<file path="src/rtl/lrptd_pkg.sv">
// lrptd_pkg: shared constants, codes and control/status types of the lr parse engine
// used by lrptd_ctrl, lrptd_dp and lr_parse_table_driver_core; depends on nothing
`default_nettype none
package lrptd_pkg;

	// default sizes
	localparam int DEF_TABLE_WORDS = 1024;
	localparam int DEF_STACK_DEPTH = 256;
	localparam int DEF_STEP_LIMIT  = 64;

	// field widths
	localparam int DATA_W  = 16;
	localparam int ST_W    = 10;
	localparam int LA_W    = 11;
	localparam int KIND_W  = 3;
	localparam int IDX_W   = 18;
	localparam int TSEL_W  = 4;
	localparam int NUM_TABLES = 10;

	// opcodes
	localparam logic [1:0] OP_LOAD  = 2'd0;
	localparam logic [1:0] OP_START = 2'd1;
	localparam logic [1:0] OP_TOKEN = 2'd2;

	// event kinds
	localparam logic [KIND_W-1:0] EV_SHIFT    = 3'd0;
	localparam logic [KIND_W-1:0] EV_REDUCE   = 3'd1;
	localparam logic [KIND_W-1:0] EV_ACCEPT   = 3'd2;
	localparam logic [KIND_W-1:0] EV_SYNTAX   = 3'd3;
	localparam logic [KIND_W-1:0] EV_OVERFLOW = 3'd4;
	localparam logic [KIND_W-1:0] EV_LIMIT    = 3'd5;

	// table numbers as used by load items
	localparam int TS_TT = 0;
	localparam int TS_LH = 1;
	localparam int TS_RL = 2;
	localparam int TS_DR = 3;
	localparam int TS_DG = 4;
	localparam int TS_SB = 5;
	localparam int TS_RB = 6;
	localparam int TS_GB = 7;
	localparam int TS_PA = 8;
	localparam int TS_PC = 9;

	// source of a pushed state
	localparam logic [1:0] PUSH_PA    = 2'd0;
	localparam logic [1:0] PUSH_DG    = 2'd1;
	localparam logic [1:0] PUSH_FINAL = 2'd2;

	// commands from controller to datapath
	typedef struct packed {
		logic              load;
		logic              start;
		logic              xlat_rd;
		logic              xlat_ld;
		logic              rd_state;
		logic              chk_shift;
		logic              chk_red;
		logic              chk_goto;
		logic              rule_dr;
		logic              rule_pa;
		logic              rd_rule;
		logic              pop;
		logic              st_ld;
		logic              rd_goto;
		logic              push;
		logic [1:0]        push_sel;
		logic              clr_la;
		logic              emit;
		logic [KIND_W-1:0] emit_kind;
		logic              emit_rule;
		logic              flush;
	} cmd_t;

	// status from datapath to controller
	typedef struct packed {
		logic dr_zero;
		logic la_neg;
		logic la_zero;
		logic xlat_zero;
		logic hit;
		logic full;
		logic st_zero;
		logic lhs_zero;
		logic pend_v;
		logic out_free;
	} sts_t;

endpackage
`default_nettype wire

</file>
<file path="src/rtl/lrptd_ctrl.sv">
// lrptd_ctrl: controller state machine of the lr parse engine; sequences table reads,
// stack operations and event emission; uses lrptd_pkg
`default_nettype none
module lrptd_ctrl #(
	parameter int STEP_LIMIT = lrptd_pkg::DEF_STEP_LIMIT
) (
	input  wire logic            clk,
	input  wire logic            arst_n,
	input  wire logic            in_valid,
	output logic                 in_ready,
	input  wire logic [1:0]      opcode,
	input  wire lrptd_pkg::sts_t sts,
	output lrptd_pkg::cmd_t      cmd
);

	localparam int CW = $clog2(STEP_LIMIT + 1);

	localparam logic [4:0] S_IDLE  = 5'd0;
	localparam logic [4:0] S_XLAT  = 5'd1;
	localparam logic [4:0] S_DEF   = 5'd2;
	localparam logic [4:0] S_DEC   = 5'd3;
	localparam logic [4:0] S_SCHK  = 5'd4;
	localparam logic [4:0] S_RCHK  = 5'd5;
	localparam logic [4:0] S_RED   = 5'd6;
	localparam logic [4:0] S_POP   = 5'd7;
	localparam logic [4:0] S_GO0   = 5'd8;
	localparam logic [4:0] S_GO1   = 5'd9;
	localparam logic [4:0] S_GO2   = 5'd10;
	localparam logic [4:0] S_GO3   = 5'd11;
	localparam logic [4:0] S_ESH   = 5'd12;
	localparam logic [4:0] S_ERED  = 5'd13;
	localparam logic [4:0] S_EREDF = 5'd14;
	localparam logic [4:0] S_FAIL  = 5'd15;
	localparam logic [4:0] S_FLUSH = 5'd16;

	localparam logic [1:0] PH_IDLE  = 2'd0;
	localparam logic [1:0] PH_WAIT  = 2'd1;
	localparam logic [1:0] PH_FINAL = 2'd2;

	logic [4:0]  state_q, state_d;
	logic [1:0]  phase_q, phase_d;
	logic [lrptd_pkg::KIND_W-1:0] kind_q, kind_d;
	logic [CW-1:0] cnt_q;
	logic        lim, emit_ok, acc;

	assign lim     = (cnt_q >= CW'(STEP_LIMIT - 1));
	assign emit_ok = !sts.pend_v || sts.out_free;
	assign in_ready = (state_q == S_IDLE);
	assign acc     = in_valid && in_ready;

	// next state and commands
	always_comb begin
		state_d = state_q;
		phase_d = phase_q;
		kind_d  = kind_q;
		cmd     = '0;
		case (state_q)
			S_IDLE: begin
				if (in_valid) begin
					case (opcode)
						lrptd_pkg::OP_LOAD: cmd.load = 1'b1;
						lrptd_pkg::OP_START: begin
							cmd.start = 1'b1;
							phase_d   = PH_WAIT;
							state_d   = S_DEF;
						end
						lrptd_pkg::OP_TOKEN: begin
							if (phase_q != PH_IDLE) begin
								cmd.xlat_rd = 1'b1;
								state_d     = S_XLAT;
							end
						end
						default: ;
					endcase
				end
			end
			S_XLAT: begin
				cmd.xlat_ld = 1'b1;
				if (phase_q == PH_FINAL && sts.xlat_zero) begin
					kind_d  = lrptd_pkg::EV_ACCEPT;
					state_d = S_FAIL;
				end else begin
					state_d = S_DEF;
				end
			end
			S_DEF: begin
				cmd.rd_state = 1'b1;
				state_d      = S_DEC;
			end
			S_DEC: begin
				if (!sts.dr_zero) begin
					cmd.rule_dr = 1'b1;
					state_d     = S_RED;
				end else if (sts.la_neg) begin
					phase_d = PH_WAIT;
					state_d = S_FLUSH;
				end else begin
					cmd.chk_shift = 1'b1;
					state_d       = S_SCHK;
				end
			end
			S_SCHK: begin
				if (sts.hit) begin
					if (lim) begin
						kind_d  = lrptd_pkg::EV_LIMIT;
						state_d = S_FAIL;
					end else if (sts.full) begin
						kind_d  = lrptd_pkg::EV_OVERFLOW;
						state_d = S_FAIL;
					end else begin
						cmd.push     = 1'b1;
						cmd.push_sel = lrptd_pkg::PUSH_PA;
						cmd.clr_la   = 1'b1;
						state_d      = S_ESH;
					end
				end else begin
					cmd.chk_red = 1'b1;
					state_d     = S_RCHK;
				end
			end
			S_RCHK: begin
				if (sts.hit) begin
					cmd.rule_pa = 1'b1;
					state_d     = S_RED;
				end else begin
					kind_d  = lrptd_pkg::EV_SYNTAX;
					state_d = S_FAIL;
				end
			end
			S_RED: begin
				if (lim) begin
					kind_d  = lrptd_pkg::EV_LIMIT;
					state_d = S_FAIL;
				end else begin
					cmd.rd_rule = 1'b1;
					state_d     = S_POP;
				end
			end
			S_POP: begin
				cmd.pop = 1'b1;
				state_d = S_GO0;
			end
			S_GO0: begin
				cmd.st_ld = 1'b1;
				state_d   = S_GO1;
			end
			S_GO1: begin
				if (sts.st_zero && sts.lhs_zero) begin
					if (sts.full) begin
						kind_d  = lrptd_pkg::EV_OVERFLOW;
						state_d = S_FAIL;
					end else begin
						cmd.push     = 1'b1;
						cmd.push_sel = lrptd_pkg::PUSH_FINAL;
						state_d      = S_EREDF;
					end
				end else begin
					cmd.rd_goto = 1'b1;
					state_d     = S_GO2;
				end
			end
			S_GO2: begin
				cmd.chk_goto = 1'b1;
				state_d      = S_GO3;
			end
			S_GO3: begin
				if (sts.full) begin
					kind_d  = lrptd_pkg::EV_OVERFLOW;
					state_d = S_FAIL;
				end else begin
					cmd.push     = 1'b1;
					cmd.push_sel = sts.hit ? lrptd_pkg::PUSH_PA : lrptd_pkg::PUSH_DG;
					state_d      = S_ERED;
				end
			end
			S_ESH: begin
				if (emit_ok) begin
					cmd.emit      = 1'b1;
					cmd.emit_kind = lrptd_pkg::EV_SHIFT;
					state_d       = S_DEF;
				end
			end
			S_ERED: begin
				if (emit_ok) begin
					cmd.emit      = 1'b1;
					cmd.emit_kind = lrptd_pkg::EV_REDUCE;
					cmd.emit_rule = 1'b1;
					state_d       = S_DEF;
				end
			end
			S_EREDF: begin
				if (emit_ok) begin
					cmd.emit      = 1'b1;
					cmd.emit_kind = lrptd_pkg::EV_REDUCE;
					cmd.emit_rule = 1'b1;
					if (sts.la_neg) begin
						phase_d = PH_FINAL;
						state_d = S_FLUSH;
					end else if (sts.la_zero) begin
						kind_d  = lrptd_pkg::EV_ACCEPT;
						state_d = S_FAIL;
					end else begin
						state_d = S_DEF;
					end
				end
			end
			S_FAIL: begin
				if (emit_ok) begin
					cmd.emit      = 1'b1;
					cmd.emit_kind = kind_q;
					phase_d       = PH_IDLE;
					state_d       = S_FLUSH;
				end
			end
			S_FLUSH: begin
				if (!sts.pend_v) begin
					state_d = S_IDLE;
				end else if (sts.out_free) begin
					cmd.flush = 1'b1;
					state_d   = S_IDLE;
				end
			end
			default: state_d = S_IDLE;
		endcase
	end

	// state, phase and event count
	always_ff @(posedge clk or negedge arst_n) begin
		if (!arst_n) begin
			state_q <= S_IDLE;
			phase_q <= PH_IDLE;
			kind_q  <= lrptd_pkg::EV_SHIFT;
			cnt_q   <= '0;
		end else begin
			state_q <= state_d;
			phase_q <= phase_d;
			kind_q  <= kind_d;
			if (acc) begin
				cnt_q <= '0;
			end else if (cmd.emit) begin
				cnt_q <= cnt_q + 1'b1;
			end
		end
	end

	// events per item stay within the step limit
	a_cnt_lim: assert property (@(posedge clk) disable iff (!arst_n)
		cnt_q <= CW'(STEP_LIMIT)) else $error("event count beyond limit");

	// no result left held while waiting for the next item
	a_idle_drained: assert property (@(posedge clk) disable iff (!arst_n)
		(state_q == S_IDLE) |-> !sts.pend_v) else $error("held result at idle");

	// an emit only when the holding stage can take it
	a_emit_ok: assert property (@(posedge clk) disable iff (!arst_n)
		cmd.emit |-> emit_ok) else $error("emit while blocked");

endmodule
`default_nettype wire

</file>
<file path="config.mk">
export PLATFORM = sky130hd
export DESIGN_NAME = lrptd_ctrl
export DESIGN_NICKNAME = d
export VERILOG_FILES = /design/src/rtl/lrptd_pkg.sv /design/src/rtl/lrptd_ctrl.sv
export SDC_FILE = /design/constraint.sdc
export NUM_CORES = 1
export LEC_CHECK = 0
export ABC_AREA = 1
export BUFFER_PORTS_ARGS = -buffer_cell sky130_fd_sc_hd__buf_2
export CAP_MARGIN = 30
export CORE_MARGIN = 1.5
export CORE_UTILIZATION = 40
export DETAILED_ROUTE_END_ITERATION = 6
export SETUP_SLACK_MARGIN = 0.2
export SYNTH_ARGS = -nofsm -noshare
export SYNTH_HDL_FRONTEND = slang
export SYNTH_SLANG_ARGS = --single-unit
</file>
<file path="constraint.sdc">
create_clock -name clk -period 2.6 [get_ports clk]
set_input_delay 0 -clock clk [delete_from_list [all_inputs] [get_ports clk]]
set_output_delay 0 -clock clk [all_outputs]
set_load 0.05 [all_outputs]
</file>
==> key figures <==
STA
  • Setup TNS: 0 ns
  • Maximum clock frequency: approximately 500 MHz
  • Final setup violation count: 0
  • Hold Vio Cnt, Final: 0
  • RSZ-0062 raised after global routing: no
  • Worst-Margin Slew: between 0.4 and 0.5 ns
  • Relative max-transition margin: 72.7%
  • Tmin final: 2.06 ns
  • PnR worst setup slack: roughly 0.54 ns
  • Max-slew violations: 0
  • Period utilization: 79.1%
  • Layout Skew: 0.00113 ns

Global route
  • First-pass GRT wire length: 8200 um
  • All-Layer GR Usage: 23.7%
  • Vias in the first global route: roughly 1700
  • Largest net degree at the start of global routing: 18
  • Initial antenna violation count: 0
  • Grt total ovfl: 0

Floorplanning
  • Width of the chip: 68.0 um
  • Die area: 4630 um2
  • Starting Density: 42.0%
  • Core Area: about 4000 um2
  • Die Y: slightly below 70 um
  • FP Rows: 23
  • I/O Pins: 40

Worst setup path
  • CP Max Fanout: 9
  • Worst r2r src: state_q[0]
  • Critical setup path kind: reg2out
  • Crit path DAT: 2.06 ns
  • Reg2Reg Setup Slack: 0.87 ns
  • Startpoint type of the worst setup path: flop
  • CP Capture Type: output pin
  • CP max-delay cell: dfrtp_1
  • Worst R2R End: kind_q[1]
  • Worst Path Buf+Inv: 1
  • Top cell family by delay on the critical path: simple AND/OR/NAND/NOR gates
  • R2R depth: 9
  • Critical Path RT: approximately 2.6 ns
  • Largest stage delay, worst path: around 0.52 ns
  • Worst-path cell chain: nor2_2, nand2_4, nor2_4, nand2_1, nor3_2, nor2_1, o21ai_0, buf_2

Logic synthesis
  • EDFF count, synth: 0
  • Yosys reg bits: 17
  • Syn_nets: 298
  • Area share of the largest cell type after synthesis: between 20% and 30%
  • Asr flop ratio synth: 100%
  • Synth area leader: dfrtp_1
  • Post-Syn Instances: ~280
  • Post-synth cell types: 33
  • Warnings from Yosys: 0
  • Mapped Avg Cell Area: 6.00 um2
  • Top FF cell, synth: dfrtp_1
  • Sequential area share after synthesis: 25.1%
  • Post-Syn Area: 1690 um2
  • Synth top area cells: dfrtp_1 25%, nand2_1 18%, nor2_1 9.3%

Detailed routing
  • Number of vias per cell: 5.08
  • Vias: roughly 1900
  • DR iter-0 viols: about 150
  • DRT antenna net count: 0
  • Average wire per standard cell: 13.1 um
  • # DRC: 0
  • DRT Wirelength: just under 5000 um
  • Drt pass-1 iters: 4

Placed design
  • Placed inst area: 1930 um2
  • Detailed placement HPWL: 4040 um
  • Port Buffers: 39
  • Routability cong.: 0.895
  • Worst slack, placed: roughly 0.84 ns

Worst hold path
  • Worst Hold End: state_q[4]
  • Min-delay src: sts[9]
  • Hold Crit Class: in2reg
  • Hold Path Cell Cnt: 5

Clocking
  • CTS Buf Count: 3
  • CTS Root Cell: clkbuf_8
  • Worst-path clk slew: 0.07 ns
  • Clk buf depth: 2
  • Sink Count: 17
  • # resized after CTS: 0
  • Clk_lat worst skew: 0.25 ns
  • CTS tree: yes
  • H-tree depth: 1
  • Post-CTS setup buffer count: 0

Cells and area
  • Area grow syn2layout: 17.2%
  • Final net count: 340
  • Ant. Diodes: 0
  • Most common cell after layout, fill and taps aside: nand2_1
  • Most frequent cells in the layout: 80 x nand2_1, 42 x nor2_1, 39 x buf_2
  • Post-route cell area: between 1500 and 2000 um2
  • Layout cells sized above 1: 24.1%

Power and ir drop
  • Total Power: 1880 uW
  • Power density cells: roughly 950 nW/um2
  • Peak VDD IR: 371 uV
  • Leakage: 0.00119 uW

Flow run
  • Max Cap Viol: 0

Outcome
  • Status: finished clean
[worst min-delay path: stages]
cell and delay (ns):
buf_2 0.09, nand3_1 0.07, nand3_1 0.07, nand2_1 0.05, o21ai_1 0.06
[synth_stat cells (2+ instances only)]
cell type  number
a21oi_1         9
dfrtp_1        17
inv_1          36
inv_2          10
inv_4           2
nand2_1        80
nand2_2         4
nand2_4         2
nand3_1        18
nand4_1        12
nor2_1         42
nor2_2          6
nor2_4          4
nor3_1          8
o21ai_0        12
o21ai_1         3
[routing by layer]
layer / up-vias / track usage, % / part of all wire, %
met3: 8 / 4.11 / 7.4
li1: 981 / - / -
met1: 840 / 33.4 / 46
met5: - / 0 / 0
met2: 64 / 36.7 / 44
met4: 0 / 7.75 / 2.1
[logic make-up after synthesis]
group                    synth area share (%)
AO/OA/AOI/OAI                            10.7
flip-flops                               25.1
AND/OR/NAND/NOR                          51.1
buffers and inverters                    12.3
adder cells (fa/ha/maj)                 0.740
[power breakdown]
group / internal [uW] / leakage [uW] / switching [uW] / total, uW
logic: 350 / 0.000940 / 896 / 1250
registers: 334 / 0.000226 / 96.7 / 431
clock network: 106 / 0.0000255 / 93.2 / 200
total: 790 / 0.00119 / 1090 / 1880
[state kept, by name, indices dropped and copies added, names as in the netlist]
name,flops
cnt_q,7
kind_q,3
phase_q,2
state_q,5
[what timing repair did]
action | in CTS | in global routing
hold endpoints to repair | 17 | 0
endpoints found under the setup margin | 0 | 0
hold buffers | 1 | 0
[metrics by stage]
stage	hold WS, ns	util (%)	std cells
2_1_floorplan	-0.296	-	282
3_3_place_gp	-0.0494	47.8	368
3_5_place_dp	-0.0476	47.8	368
4_1_cts	0.126	49.2	373
5_1_grt	0.177	49.2	373
6_report	0.134	49.2	373
[how the worst max path moves through the flow]
stage	from	end	slack, ns	depth (start not counted)
2_1_floorplan	state_q[4]	cmd[2]	0.28	6
3_3_place_gp	state_q[0]	cmd[9]	0.86	8
3_5_place_dp	state_q[0]	cmd[9]	0.84	8
4_1_cts	state_q[0]	cmd[9]	0.56	8
5_1_grt	state_q[1]	cmd[9]	0.35	8
6_report	state_q[0]	cmd[9]	0.54	8
[cell type report]
class,count,area [um2]
fill,443,2050
sequential,17,425
clock inverter,1,5.00
multi-input combinational,214,1060
tap,50,62.6
timing repair buffer,40,205
inverter,48,185
clock buffer,3,41.3
(Power assumes the default switching activity.)
